<file path="src/rtl/core/bnep_pkg.sv">
`timescale 1ns / 1ps
package bnep_pkg;

	localparam logic [7:0] TYPE_NOT_UNDERSTOOD = 8'h00;
	localparam logic [7:0] TYPE_SETUP_REQ      = 8'h01;
	localparam logic [7:0] TYPE_SETUP_RSP      = 8'h02;
	localparam logic [7:0] TYPE_NET_SET        = 8'h03;
	localparam logic [7:0] TYPE_NET_RSP        = 8'h04;
	localparam logic [7:0] TYPE_MULTI_SET      = 8'h05;
	localparam logic [7:0] TYPE_MULTI_RSP      = 8'h06;

	localparam logic [15:0] RSP_SUCCESS = 16'h0000;

	localparam logic [1:0] ST_OK        = 2'd0;
	localparam logic [1:0] ST_TRUNC     = 2'd1;
	localparam logic [1:0] ST_BAD_SIZE  = 2'd2;
	localparam logic [1:0] ST_UNKNOWN   = 2'd3;

	localparam logic [7:0] UUID_SIZE_2  = 8'd2;
	localparam logic [7:0] UUID_SIZE_4  = 8'd4;
	localparam logic [7:0] UUID_SIZE_16 = 8'd16;

	localparam logic [5:0] MAX_USED_BYTES = 6'd34;
	localparam logic [5:0] COUNT_MAX      = 6'd63;

	typedef struct packed {
		logic [5:0]  count;
		logic [7:0]  ctl_type;
		logic [7:0]  size;
		logic [15:0] field_a;
		logic [15:0] field_b;
	} bnep_state_t;

	typedef struct packed {
		logic [1:0]  status;
		logic [7:0]  ctl_type;
		logic [7:0]  unk_type;
		logic [4:0]  uuid_len;
		logic [15:0] dst_uuid;
		logic [15:0] src_uuid;
		logic [15:0] resp_code;
		logic        succ_flag;
	} bnep_result_t;

	function automatic logic size_ok(input logic [7:0] s);
		return (s == UUID_SIZE_2) || (s == UUID_SIZE_4) || (s == UUID_SIZE_16);
	endfunction

	function automatic logic is_rsp_type(input logic [7:0] t);
		return (t == TYPE_SETUP_RSP) || (t == TYPE_NET_RSP) || (t == TYPE_MULTI_RSP);
	endfunction

endpackage

</file>
<file path="src/rtl/core/bnep_ifs.sv">
`timescale 1ns / 1ps
interface bnep_in_if;
	logic       valid;
	logic       ready;
	logic [7:0] data_byte;
	logic       last_byte;

	modport source (output valid, output data_byte, output last_byte, input ready);
	modport sink (input valid, input data_byte, input last_byte, output ready);
endinterface

interface bnep_out_if;
	logic        valid;
	logic        ready;
	logic [1:0]  status;
	logic [7:0]  ctl_type;
	logic [7:0]  unk_type;
	logic [4:0]  uuid_len;
	logic [15:0] dst_uuid;
	logic [15:0] src_uuid;
	logic [15:0] resp_code;
	logic        succ_flag;

	modport source (
		output valid, output status, output ctl_type, output unk_type,
		output uuid_len, output dst_uuid, output src_uuid, output resp_code,
		output succ_flag, input ready
	);
	modport sink (
		input valid, input status, input ctl_type, input unk_type,
		input uuid_len, input dst_uuid, input src_uuid, input resp_code,
		input succ_flag, output ready
	);
endinterface

</file>
<file path="src/rtl/core/bnep_capture.sv">
`timescale 1ns / 1ps
module bnep_capture (
	input  logic                clk,
	input  logic                arst_n,
	input  logic                adv,
	input  logic [7:0]          data_byte,
	input  logic                last_byte,
	output bnep_pkg::bnep_state_t cap
);
	import bnep_pkg::*;

	bnep_state_t state_q;
	bnep_state_t nxt;
	logic [5:0]  pos;
	logic [5:0]  dhi;
	logic [5:0]  shi;

	assign pos = state_q.count;

	always_comb begin
		dhi = (state_q.size == UUID_SIZE_2) ? 6'd2 : 6'd4;
		if (state_q.size == UUID_SIZE_2) begin
			shi = 6'd4;
		end else if (state_q.size == UUID_SIZE_4) begin
			shi = 6'd8;
		end else begin
			shi = 6'd20;
		end
	end

	always_comb begin
		cap = state_q;
		if (pos < MAX_USED_BYTES) begin
			if (pos == 6'd0) begin
				cap.ctl_type = data_byte;
			end else if (pos == 6'd1) begin
				cap.size = data_byte;
				if (is_rsp_type(state_q.ctl_type)) begin
					cap.field_a = {data_byte, 8'h00};
				end
			end else if (pos == 6'd2 && is_rsp_type(state_q.ctl_type)) begin
				cap.field_a = state_q.field_a | {8'h00, data_byte};
			end else if (state_q.ctl_type == TYPE_SETUP_REQ && size_ok(state_q.size)) begin
				if (pos == dhi) begin
					cap.field_a = {data_byte, 8'h00};
				end
				if (pos == dhi + 6'd1) begin
					cap.field_a = state_q.field_a | {8'h00, data_byte};
				end
				if (pos == shi) begin
					cap.field_b = {data_byte, 8'h00};
				end
				if (pos == shi + 6'd1) begin
					cap.field_b = state_q.field_b | {8'h00, data_byte};
				end
			end
		end
	end

	always_comb begin
		nxt       = cap;
		nxt.count = (pos < COUNT_MAX) ? pos + 6'd1 : pos;
	end

	always_ff @(posedge clk or negedge arst_n) begin
		if (!arst_n) begin
			state_q <= '0;
		end else if (adv) begin
			if (last_byte) begin
				state_q <= '0;
			end else begin
				state_q <= nxt;
			end
		end
	end

endmodule

</file>
<file path="src/rtl/core/bnep_decode.sv">
`timescale 1ns / 1ps
module bnep_decode (
	input  bnep_pkg::bnep_state_t  cap,
	output bnep_pkg::bnep_result_t res
);
	import bnep_pkg::*;

	logic [6:0] len;
	logic [6:0] need;

	assign len  = {1'b0, cap.count} + 7'd1;
	assign need = {cap.size[5:0], 1'b0} + 7'd2;

	always_comb begin
		res          = '0;
		res.status   = ST_OK;
		res.ctl_type = cap.ctl_type;
		case (cap.ctl_type)
			TYPE_NOT_UNDERSTOOD: begin
				if (len < 7'd2) begin
					res.status = ST_TRUNC;
				end else begin
					res.unk_type = cap.size;
				end
			end
			TYPE_SETUP_REQ: begin
				if (len < 7'd2) begin
					res.status = ST_TRUNC;
				end else if (!size_ok(cap.size)) begin
					res.status = ST_BAD_SIZE;
				end else if (len < need) begin
					res.status = ST_TRUNC;
				end else begin
					res.uuid_len = cap.size[4:0];
					res.dst_uuid = cap.field_a;
					res.src_uuid = cap.field_b;
				end
			end
			TYPE_SETUP_RSP, TYPE_NET_RSP, TYPE_MULTI_RSP: begin
				if (len < 7'd3) begin
					res.status = ST_TRUNC;
				end else begin
					res.resp_code = cap.field_a;
					res.succ_flag = (cap.ctl_type == TYPE_SETUP_RSP) &&
						(cap.field_a == RSP_SUCCESS);
				end
			end
			TYPE_NET_SET, TYPE_MULTI_SET: begin
				res.status = ST_OK;
			end
			default: begin
				res.status = ST_UNKNOWN;
			end
		endcase
	end

endmodule

</file>
<file path="src/rtl/core/bnep_control_message_parser.sv">
// BNEP control message parser: one message byte per item, one result per message.
// The final byte is taken into the input register, then its result into the result
// register once that is free. Throughput: one byte per cycle, but a final byte stalls
// while an unread result is held; the result register lets the next message start
// while a result still waits. Reset clears the byte counter, captured fields and valids.
`timescale 1ns / 1ps
module bnep_control_message_parser (
	input  logic              clk,
	input  logic              arst_n,
	bnep_in_if.sink           msg_in,
	bnep_out_if.source        res_out
);
	import bnep_pkg::*;

	logic         valid_s1;
	logic [7:0]   data_s1;
	logic         last_s1;
	logic         out_free;
	logic         adv_s1;
	logic         out_valid_q;
	bnep_state_t  cap;
	bnep_result_t res;
	bnep_result_t res_q;

	assign out_free     = !out_valid_q || res_out.ready;
	assign adv_s1       = valid_s1 && (!last_s1 || out_free);
	assign msg_in.ready = !valid_s1 || adv_s1;

	always_ff @(posedge clk or negedge arst_n) begin
		if (!arst_n) begin
			valid_s1 <= 1'b0;
		end else if (msg_in.ready) begin
			valid_s1 <= msg_in.valid;
		end
	end

	always_ff @(posedge clk) begin
		if (msg_in.ready && msg_in.valid) begin
			data_s1 <= msg_in.data_byte;
			last_s1 <= msg_in.last_byte;
		end
	end

	bnep_capture u_capture (
		.clk       (clk),
		.arst_n    (arst_n),
		.adv       (adv_s1),
		.data_byte (data_s1),
		.last_byte (last_s1),
		.cap       (cap)
	);

	bnep_decode u_decode (
		.cap (cap),
		.res (res)
	);

	always_ff @(posedge clk or negedge arst_n) begin
		if (!arst_n) begin
			out_valid_q <= 1'b0;
		end else if (adv_s1 && last_s1) begin
			out_valid_q <= 1'b1;
		end else if (res_out.ready) begin
			out_valid_q <= 1'b0;
		end
	end

	always_ff @(posedge clk) begin
		if (adv_s1 && last_s1) begin
			res_q <= res;
		end
	end

	assign res_out.valid     = out_valid_q;
	assign res_out.status    = res_q.status;
	assign res_out.ctl_type  = res_q.ctl_type;
	assign res_out.unk_type  = res_q.unk_type;
	assign res_out.uuid_len  = res_q.uuid_len;
	assign res_out.dst_uuid  = res_q.dst_uuid;
	assign res_out.src_uuid  = res_q.src_uuid;
	assign res_out.resp_code = res_q.resp_code;
	assign res_out.succ_flag = res_q.succ_flag;

endmodule

</file>
<file path="src/flat_wrapper.sv">
// flat-port wrapper written by rule: the top's interface ports become plain ports
module bnep_control_message_parser_flat import bnep_pkg::*;
  (clk, arst_n, msg_in_valid, msg_in_data_byte, msg_in_last_byte, msg_in_ready, res_out_valid, res_out_status, res_out_ctl_type, res_out_unk_type, res_out_uuid_len, res_out_dst_uuid, res_out_src_uuid, res_out_resp_code, res_out_succ_flag, res_out_ready);
  bnep_in_if msg_in_i ();
  bnep_out_if res_out_i ();
  input  logic clk;
  input  logic arst_n;
  input wire logic [$bits(msg_in_i.valid)-1:0] msg_in_valid;
  input wire logic [$bits(msg_in_i.data_byte)-1:0] msg_in_data_byte;
  input wire logic [$bits(msg_in_i.last_byte)-1:0] msg_in_last_byte;
  output wire logic [$bits(msg_in_i.ready)-1:0] msg_in_ready;
  output wire logic [$bits(res_out_i.valid)-1:0] res_out_valid;
  output wire logic [$bits(res_out_i.status)-1:0] res_out_status;
  output wire logic [$bits(res_out_i.ctl_type)-1:0] res_out_ctl_type;
  output wire logic [$bits(res_out_i.unk_type)-1:0] res_out_unk_type;
  output wire logic [$bits(res_out_i.uuid_len)-1:0] res_out_uuid_len;
  output wire logic [$bits(res_out_i.dst_uuid)-1:0] res_out_dst_uuid;
  output wire logic [$bits(res_out_i.src_uuid)-1:0] res_out_src_uuid;
  output wire logic [$bits(res_out_i.resp_code)-1:0] res_out_resp_code;
  output wire logic [$bits(res_out_i.succ_flag)-1:0] res_out_succ_flag;
  input wire logic [$bits(res_out_i.ready)-1:0] res_out_ready;
  assign msg_in_i.valid = msg_in_valid;
  assign msg_in_i.data_byte = msg_in_data_byte;
  assign msg_in_i.last_byte = msg_in_last_byte;
  assign msg_in_ready = msg_in_i.ready;
  assign res_out_valid = res_out_i.valid;
  assign res_out_status = res_out_i.status;
  assign res_out_ctl_type = res_out_i.ctl_type;
  assign res_out_unk_type = res_out_i.unk_type;
  assign res_out_uuid_len = res_out_i.uuid_len;
  assign res_out_dst_uuid = res_out_i.dst_uuid;
  assign res_out_src_uuid = res_out_i.src_uuid;
  assign res_out_resp_code = res_out_i.resp_code;
  assign res_out_succ_flag = res_out_i.succ_flag;
  assign res_out_i.ready = res_out_ready;
  bnep_control_message_parser u_core (.clk(clk), .arst_n(arst_n), .msg_in(msg_in_i), .res_out(res_out_i));
endmodule
</file>
<file path="config.mk">
export PLATFORM = sky130hd
export DESIGN_NAME = bnep_control_message_parser_flat
export DESIGN_NICKNAME = d
export VERILOG_FILES = /design/src/rtl/core/bnep_pkg.sv /design/src/rtl/core/bnep_ifs.sv /design/src/rtl/core/bnep_capture.sv /design/src/rtl/core/bnep_decode.sv /design/src/rtl/core/bnep_control_message_parser.sv /design/src/flat_wrapper.sv
export SDC_FILE = /design/constraint.sdc
export NUM_CORES = 1
export LEC_CHECK = 0
export BUFFER_PORTS_ARGS = -buffer_cell sky130_fd_sc_hd__buf_2
export CORE_UTILIZATION = 25
export CTS_CLUSTER_DIAMETER = 60
export DETAILED_ROUTE_END_ITERATION = 6
export GPL_TIMING_DRIVEN = 0
export MAX_ROUTING_LAYER = met4
export PLACE_DENSITY = 0.49
export SETUP_SLACK_MARGIN = 0.15
export SYNTH_ARGS = -nofsm -noshare
export SYNTH_HDL_FRONTEND = slang
export SYNTH_HIERARCHICAL = 1
export SYNTH_SLANG_ARGS = --single-unit
</file>
<file path="constraint.sdc">
create_clock -name clk -period 3.8 [get_ports clk]
set_input_delay 0.76 -clock clk [delete_from_list [all_inputs] [get_ports clk]]
set_output_delay 0.76 -clock clk [all_outputs]
set_load 0.02 [all_outputs]
</file>
======== Word-level counts from Yosys, hierarchy flattened ========
Cells that the tools add are included.
storage, ports and cells
  input port bits ......................... 13
  output and inout port bits .............. 74
  register bits ........................... 137
cells by class
  $add $sub $neg .......................... 5
  multiplexer cells ....................... 27
  bitwise gates (word level) .............. 6
  equality and inequality tests ........... 22
  reductions and logical operators ........ 29
  $lt $le $gt $ge ......................... 5
operators by type and width
  kind                                                                  number
  16-bit 2-to-1 mux                                                     9
  8-bit by 3-bit == test with 1-bit output, second input constant       7
  54-bit 2-to-1 mux                                                     1
  48-bit 2-to-1 mux                                                     1
  8-bit by 2-bit == test with 1-bit output, second input constant       5
  40-bit 2-to-1 mux                                                     1
  32-bit 2-to-1 mux                                                     1
  16-bit by 8-bit bitwise OR with 16-bit output                         2
  8-bit by 1-bit == test with 1-bit output, second input constant       2
  8-bit by 5-bit == test with 1-bit output, second input constant       2
  16-bit zero test                                                      1
  8-bit 2-to-1 mux                                                      2
  7-bit by 2-bit < comparator with 1-bit output, second input constant  2
  6-bit by 1-bit adder with 6-bit output, second input constant         2
  6-bit == test                                                         2
  6-bit < comparator, second input constant                             2
  6-bit 2-to-1 mux                                                      2
  1-bit logical OR                                                      9
  8-bit zero test                                                       1
  2-bit case mux with 4 select lines                                    1
  6-bit by 1-bit adder with 7-bit output, second input constant         1
  7-bit by 2-bit adder with 7-bit output, second input constant         1
  7-bit < comparator                                                    1
  6-bit by 1-bit == test with 1-bit output, second input constant       1
  other kinds (17)                                                      35

======== Depth between registers and ports, before layout ========
Gate-level depths: netlist (run 1).
  depth in word-level cells ............... 17
  depth in mapped cells ................... 14
  gate-level depth less buffers ........... 13

======== By module ========
The synthesis (run 1) kept the hierarchy.
by module, submodules not included
  module                       sequential area each (µm²)  instances  cells each  area an instance (µm²)
  bnep_capture                 1,351.3                     1          357         3,395.8
  bnep_control_message_parser  2,482.4                     1          91          2,538.7
  bnep_decode                  0.0                         1          147         1,013.5

======== Worst setup path after synthesis (run 1) ========
OpenSTA, ideal clock, no wires.
  kind .................................... input -> register
  start point ............................. in res_out_ready
  end point ............................... reg u_core.res_q (netlist bit u_core/res_out.ctl_type[0]), enable pin
  stages .................................. 2
  setup slack ............................. -0.529 ns
  arrival time ............................ 3.826 ns
  required time ........................... 3.297 ns
  setup time .............................. 0.503 ns
  cells stage by stage .................... nor2b_1 > nor2_1
on the way
  word-level cells in the longest chain between the ends .. 4
RTL lines
  item                  RTL line                           RTL
  start, declared       flat_wrapper.sv:21                 input wire logic [$bits(res_out_i.ready)-1:0] res_out_ready;
  1-bit logical OR      bnep_control_message_parser.sv:25  assign out_free = !out_valid_q || res_out.ready;
  1-bit logical OR      bnep_control_message_parser.sv:26  assign adv_s1 = valid_s1 && (!last_s1 || out_free);
  1-bit logical AND     bnep_control_message_parser.sv:26
  1-bit logical AND     bnep_control_message_parser.sv:69  if (adv_s1 && last_s1) begin
  end signal, assigned  bnep_control_message_parser.sv:70  res_q <= res;
  end, declared         bnep_control_message_parser.sv:23  bnep_result_t res_q;
No other way between the ends.
A chain may end at the register's enable or synchronous reset.

==> results of run 1 <==
## path summary, 6_finish.rpt
path                                                    end  slack [ns]  cells past startpoint
worst max-delay path               u_core/res_out.succ_flag        0.29                     12
worst min-delay path            u_core/u_capture/state_q[0]        0.34                      1
worst max register to register     u_core/res_out.succ_flag        0.29                     12
worst min register to register  u_core/u_capture/state_q[1]        0.50                      2
max in group asynchronous           u_core/u_capture/pos[0]        2.82                      2
min in group clk                u_core/u_capture/state_q[1]        0.50                      2
## power by group
group	total [mW]	internal [mW]	switching, mW
registers	1.91	1.75	0.165
logic	1.44	0.585	0.857
clock network	1.63	0.918	0.714
total	4.99	3.25	1.74
## sequential cells by signal (all words and copies together) (netlist names)
signal,count
u_core/res_out.succ_flag,1
u_core/data_s1,8
u_core/res_out.ctl_type,8
u_core/last_s1,1
u_core/valid_s1,1
u_core/res_out.resp_code,16
u_core/u_capture/state_q,48
u_core/res_out.src_uuid,16
u_core/res_out.uuid_len,5
u_core/res_out.valid,1
u_core/res_out.unk_type,8
u_core/res_out.status,2
u_core/res_out.dst_uuid,16
u_core/u_capture/pos,6
## critical path, cell delays in order (launching register included)
cell and delay [ns]:
sky130_fd_sc_hd__dfrtp_1 0.35, sky130_fd_sc_hd__buf_2 0.17, sky130_fd_sc_hd__xnor2_2 0.16, sky130_fd_sc_hd__o22a_1 0.25, sky130_fd_sc_hd__or4_4 0.52, sky130_fd_sc_hd__buf_6 0.16
sky130_fd_sc_hd__o41a_1 0.33, sky130_fd_sc_hd__buf_4 0.18, sky130_fd_sc_hd__nand2_1 0.11, sky130_fd_sc_hd__nand2_2 0.08, sky130_fd_sc_hd__or4b_2 0.68, sky130_fd_sc_hd__nor4_2 0.17
sky130_fd_sc_hd__and4_1 0.22
## timing repair
item | CTS | global route
endpoints found under the setup margin | 62 | 41
pin swaps | 4 | 5
resized for setup | 13 | 22
setup buffers | 9 | 2
## cells in the final DEF, fill, tap and decap left out, types with 6 or more instances in the layout
cell type,netlist,routed
sky130_fd_sc_hd__buf_2,9,94
sky130_fd_sc_hd__ha_1,12,11
sky130_fd_sc_hd__mux2_2,14,12
sky130_fd_sc_hd__a21oi_1,25,24
sky130_fd_sc_hd__inv_1,8,7
sky130_fd_sc_hd__o2bb2ai_1,16,16
sky130_fd_sc_hd__a22o_1,15,15
sky130_fd_sc_hd__nor2_1,28,27
sky130_fd_sc_hd__clkinvlp_4,0,6
sky130_fd_sc_hd__and3_1,48,48
sky130_fd_sc_hd__mux2_1,10,10
sky130_fd_sc_hd__dfrtp_1,56,54
sky130_fd_sc_hd__nor4_2,4,6
sky130_fd_sc_hd__buf_4,15,26
sky130_fd_sc_hd__clkbuf_1,30,25
sky130_fd_sc_hd__a221o_1,15,15
sky130_fd_sc_hd__and2_1,26,26
sky130_fd_sc_hd__nand3_1,11,11
sky130_fd_sc_hd__clkbuf_16,0,17
sky130_fd_sc_hd__nand2b_1,6,6
sky130_fd_sc_hd__nor3b_1,15,15
sky130_fd_sc_hd__a22oi_1,18,17
sky130_fd_sc_hd__edfxtp_1,81,81
sky130_fd_sc_hd__nand2_1,46,44
## layer usage
metal / GRT usage, % / vias to the layer above / routed length, um
met5: - / - / 0
met4: 5.494 / 0 / 418
met3: 2.291 / 26 / 732
met2: 21.56 / 155 / 8652
met1: 19.68 / 2497 / 9327
li1: - / 2483 / -
## logic make-up after synthesis
logic type | share of synthesized area (%)
fa+ha+maj | 2.161
simple gates | 18.87
flops | 55.18
mux | 4.034
other cells | 0.05397
xor+xnor | 1.135
buf+inv | 4.538
compound gates | 14.03
## final cells by class
class	instances	area, um^2	area share [%]
sequential	137	3836	44.19
multi-input combinational	394	2892	33.30
timing repair buffer	100	585.6	6.744
buffer	55	297.8	3.430
tap	372	465.4	5.361
clock buffer	18	429.2	4.943
inverter	9	37.54	0.4323
clock inverter	14	138.9	1.600
## synthesized netlist by cell type, drive strengths merged (2+ instances only)
master    n
buf      25
nor3      6
or4       4
nor4     11
a22oi    18
clkbuf   30
nand2    46
nand4     3
nor4b     4
a221o    15
xor2      3
nor2     29
dfrtp    56
nand3    12
o2bb2ai  16
o41ai     3
inv       8
a31oi     3
o21ai     6
nand3b    2
and2     26
nand2b    6
o211ai    2
a211oi    2
a21boi    3
ha       12
a21o      3
a21oi    25
or3       2
and3b     2
and3     48
a22o     15
nor3b    15
edfxtp   81
nand4b    2
o21a      2
xnor2     6
mux2     24
==> impl_metrics.yaml, run 1 <==
cts:
  post_cts_hold_buffer_count: 0
  cts_tree: "built"
  insertion_delay_ns: 0.43
  numClockSinks: 137
  cts_max_level: 4
  clock_tree.root_cell: "sky130_fd_sc_hd__clkbuf_16"
  clock_pin_slew_worst_setup_and_hold_paths_ns: 0.07
  clock_tree.buffer_depth: 2
  cts_made_buffers: 17
grt:
  initial_antenna_violation_count: 0
  grt_pass1_wl_um: 30310
  gr-total-overflow: 0
  via_count_of_the_first_global_routing_pass: 5172
  pin_count_of_the_biggest_net_entering_global_routing: 35
  global_routing_usage_summed_across_all_routing_layers_pct: 14.46
synth:
  ys_async_sr_fraction_pct: 40.88
  syn_area_per_cell_um2: 11.68
  netlist_top_cells_area: "sky130_fd_sc_hd__edfxtp_1, sky130_fd_sc_hd__dfrtp_1, sky130_fd_sc_hd__and3_1"
  synth-edff-count: 81
  synth-seq-cells: 137
  synth.largest_area_cell: "sky130_fd_sc_hd__edfxtp_1"
  syn-cell-area_mm2: 0.006948
  yosysUniqueCellTypes: 71
  synth_sequential_area_ratio_pct: 55.18
  post_synth_inst_count: 595
  synth_largest_type_area_fraction_pct: 35.01
  synthesis.yosys.warnings: 6
  synth.net_count: 620
  postSynth.topFlopCell: "sky130_fd_sc_hd__edfxtp_1"
cells_and_area:
  stdcell_area_mm2: 0.008682
  filler_cell_count: 2761
  num-nets-final: 739
  antennaDiodeCount: 0
  final_cells: 1099
  final_util_pct: 32.04
  final_layout_size_suffix_gt1_share_pct: 28.61
  synthToLayoutAreaGrowth_pct: 24.96
sta:
  finalHoldWorstSlack_ns: 0.3382
  setup_viol: 0
  slew_at_the_pin_with_the_worst_max_slew_slack_ns: 0.8734
  layout_min_cycle_time_ns: 3.509
  post-route-period-util_pct: 92.33
  finalMaxSlewViolations: 0
  fmax_ghz: 0.2850
  hold_violations: 0
  worst_setup_margin_ns: 0.2914
  max_slew_margin_pct: 41.29
  grt_setup_unrepaired: "false"
  finalClockSkew_ns: 0.01668
  finalSetupTns_ns: 0
critical_path:
  worst_ep_arrival_time_ns: 3.80
  start_kind: "register"
  crit_required_ns: 4.09
  timing_worst_setup_path_type: "reg -> reg"
  critical_path.endpoint_type: "register"
  r2r-start: "u_core/u_capture/state_q[33]"
  crit_path_max_fanout: 10
  critPathLaunch: "u_core/u_capture/state_q[33]"
die:
  fp.dieW_um: 168.7
  floorplan.die.height_um: 168.7
  placeableCoreArea_mm2: 0.02710
  core.rowCount: 60
  initial_utilization_pct: 25.64
  floorplan.io_pins: 87
  fp.dieArea_mm2: 0.02846
outcome:
  status: "finished, final reports clean"
routing:
  detail_route.drc_violations: 0
  drt-wirelength-per-cell_um: 17.41
  avgViaCountPerCell: 4.696
  drt_iter0_drc: 343
  drtAntennaViolNets: 0
  drt_pass1_iterations: 5
  vias: 5161
  detail_route.wirelength_um: 19130
placement:
  globalplace.congestion: 0.8080
  dpl.cell_count: 1056
  pre_cts_slack_ns: -0.4205
  dpl_cell_area_mm2: 0.007911
  hpwl_um: 13250
  placement.io_buffers: 86
hold_path:
  min-delay-path-class: "in -> async"
power_and_ir_drop:
  power.density_cell_area_mw_per_mm2: 574.3
  leakagePower_nw: 3.720
  power.total_mw: 4.986
  peakVddDrop_v: 0.0002633
run:
  max_cap_violations: 0
Note: power is estimated with default switching activity, not from simulation.
==> run 2: changes to the inputs <==
CORE_UTILIZATION = 53   (was 25)
PLACE_DENSITY = 0.84   (was 0.49)
==> run 2 against run 1 <==
Non-clock buffer count decreased by 1. Clock skew decreased by 0.0077 ns. Cell count decreased by 18%. Routed wire length decreased by 12%. Sequential share of layout area increased by 1.4 points. Setup slack got worse by 0.062 ns. Maximum frequency decreased by 1.7%. Global-route usage increased by 13 points. Clock power decreased by 4%. Highest routed layer unchanged.
==> impl_metrics.yaml, run 2 (synthesized netlist as in run 1, its figures left out) <==
routing:
  drtAntennaViolNets: 0
  drt_pass1_iterations: 7
  detail_route.drc_violations: 0
  drt_iter0_drc: 648
  avgViaCountPerCell: 6.090
  vias: 5469
  drt-wirelength-per-cell_um: 18.84
  detail_route.wirelength_um: 16920
die:
  fp.dieArea_mm2: 0.01357
  fp.dieW_um: 116.5
  initial_utilization_pct: 54.61
  core.rowCount: 41
  placeableCoreArea_mm2: 0.01272
  floorplan.die.height_um: 116.5
  floorplan.io_pins: 87
critical_path:
  r2r_cells: 12
  rrSetupSlack_ns: 0.23
  worst_ep_arrival_time_ns: 3.85
  cpPeakStageDelay_ns: 0.68
  timing.critical_path.slowest_stage_cell: "sky130_fd_sc_hd__or4b_2"
  cp_common_cell: "sky130_fd_sc_hd__buf_6"
  r2r-end: "u_core/res_out.succ_flag"
  start_kind: "register"
  timing_worst_setup_path_type: "reg -> reg"
  crit_path_max_fanout: 7
  cp_cell_sequence: "clkbuf_4 > xnor2_2 > o22a_1 > or4_4 > buf_6 > o41a_1 > buf_6 > nand2_1 > nand2_2 > or4b_2 > nor4_2 > and4_1"
  crit_required_ns: 4.08
  critical_path.endpoint_type: "register"
  r2r-start: "u_core/u_capture/state_q[33]"
cells_and_area:
  largest_reg_flops: 48
  final_cells: 898
  registers.top_by_ff_count: "u_core/u_capture/state_q"
  mostFrequentLayoutCells: "sky130_fd_sc_hd__buf_2, sky130_fd_sc_hd__edfxtp_1, sky130_fd_sc_hd__dfrtp_1, sky130_fd_sc_hd__and3_1, sky130_fd_sc_hd__nand2_1"
  antennaDiodeCount: 0
  num-nets-final: 738
  final_layout_size_suffix_gt1_share_pct: 28.37
  commonest_non_fill_non_tap_cell_in_the_layout: "sky130_fd_sc_hd__buf_2"
  synthToLayoutAreaGrowth_pct: 21.00
cts:
  post_cts_hold_buffer_count: 0
  clock_tree.root_cell: "sky130_fd_sc_hd__clkbuf_16"
  clock_tree.buffer_depth: 2
  clock_pin_slew_worst_setup_and_hold_paths_ns: 0.06
  cts_tree: "built"
  numClockSinks: 137
  cts_max_level: 4
  cts_made_buffers: 17
  insertion_delay_ns: 0.43
sta:
  grt_setup_unrepaired: "false"
  post-route-period-util_pct: 93.97
  finalMaxSlewViolations: 0
  fmax_ghz: 0.2800
  max_slew_margin_pct: 50.91
  slew_at_the_pin_with_the_worst_max_slew_slack_ns: 0.7303
  layout_min_cycle_time_ns: 3.571
  hold_violations: 0
  setup_viol: 0
  finalHoldWorstSlack_ns: 0.3880
  finalClockSkew_ns: 0.008974
grt:
  initial_antenna_violation_count: 0
  gr-total-overflow: 0
  pin_count_of_the_biggest_net_entering_global_routing: 57
  via_count_of_the_first_global_routing_pass: 5145
  global_routing_usage_summed_across_all_routing_layers_pct: 27.42
  grt_pass1_wl_um: 26850
placement:
  placement.io_buffers: 86
  globalplace.congestion: 0.9442
  dpl.cell_count: 855
  hpwl_um: 11770
power_and_ir_drop:
  power.total_mw: 4.912
  peakVddDrop_v: 0.0002741
  power.density_cell_area_mw_per_mm2: 584.3
  leakagePower_nw: 3.703
outcome:
  status: "finished, final reports clean"
run:
  max_cap_violations: 0
hold_path:
  min-delay-path-class: "in -> async"
==> run 2: cell types whose count changed in the layout (fill, tap and decap cells not counted), moves of 2 or more <==
cell,before,now
sky130_fd_sc_hd__buf_2,94,92
sky130_fd_sc_hd__clkinvlp_4,6,4
sky130_fd_sc_hd__buf_12,4,2
sky130_fd_sc_hd__clkinv_4,0,2
==> run 2: critical path: cells and delay by family (launching register included) <==
family,cells,cell delay [ns]
buf+inv,3,0.47
simple gates,6,1.76
xor+xnor,1,0.16
flops,1,0.36
compound gates,2,0.69
==> run 2: power breakdown <==
part,internal (mW),switching [mW],total [mW]
Clock,0.910,0.661,1.57
Combinational,0.581,0.848,1.43
Sequential,1.75,0.164,1.91
Total,3.24,1.67,4.91
==> run 2: stage by stage <==
| stage | util [%] | cell area (um^2) | setup WS (ns) | setup TNS, ns |
|---|---|---|---|---|
| floorplan | - | 6950 | 0.3608 | 0 |
| global placement | 59.71 | 7596 | -0.1341 | -4.410 |
| detailed placement | 60.06 | 7641 | -0.2423 | -6.507 |
| CTS | 65.22 | 8298 | 0.1600 | 0 |
| global route | 66.08 | 8407 | 0.1580 | 0 |
| finish | 66.08 | 8407 | 0.2291 | 0 |
==> run 2: worst max-delay path by stage <==
stage,end,slack [ns],startpoint,cells past startpoint
global placement,u_core/res_out.dst_uuid[4],-0.13,u_core/u_capture/pos[3],12
CTS,u_core/res_out.succ_flag,0.16,u_core/u_capture/state_q[33],12
finish,u_core/res_out.succ_flag,0.23,u_core/u_capture/state_q[33],12
detailed placement,u_core/res_out.dst_uuid[5],-0.24,u_core/u_capture/pos[3],13
floorplan,u_core/res_out.succ_flag,0.36,u_core/u_capture/state_q[33],12
global route,u_core/res_out.succ_flag,0.16,u_core/u_capture/state_q[33],12
==> run 2: routing by layer <==
| metal | global-route usage, % | wire (um) |
|---|---|---|
| met2 | 42.21 | 8110 |
| met3 | 4.930 | 1296 |
| met4 | 14.02 | 543 |
| met1 | 34.78 | 6971 |
| met5 | - | 0 |
==> run 2: area by class of cell <==
class,count,area (um^2)
clock inverters,15,141.4
fillers,966,4315
multi-input cells,394,2895
repair buffers,99,555.5
plain buffers,55,302.8
well taps,172,215.2
clock buffers,17,425.4
inverters,9,36.28
flip-flops and latches,137,3835
==> run 2: timing repair <==
item / 4_1_cts / 5_1_grt
setup endpoints to repair: 51 / 58
resized for setup: 14 / 22
gates cloned: 0 / 0
hold endpoints to repair: 0 / 0
buffers inserted: 5 / 6
pin swaps: 4 / 4
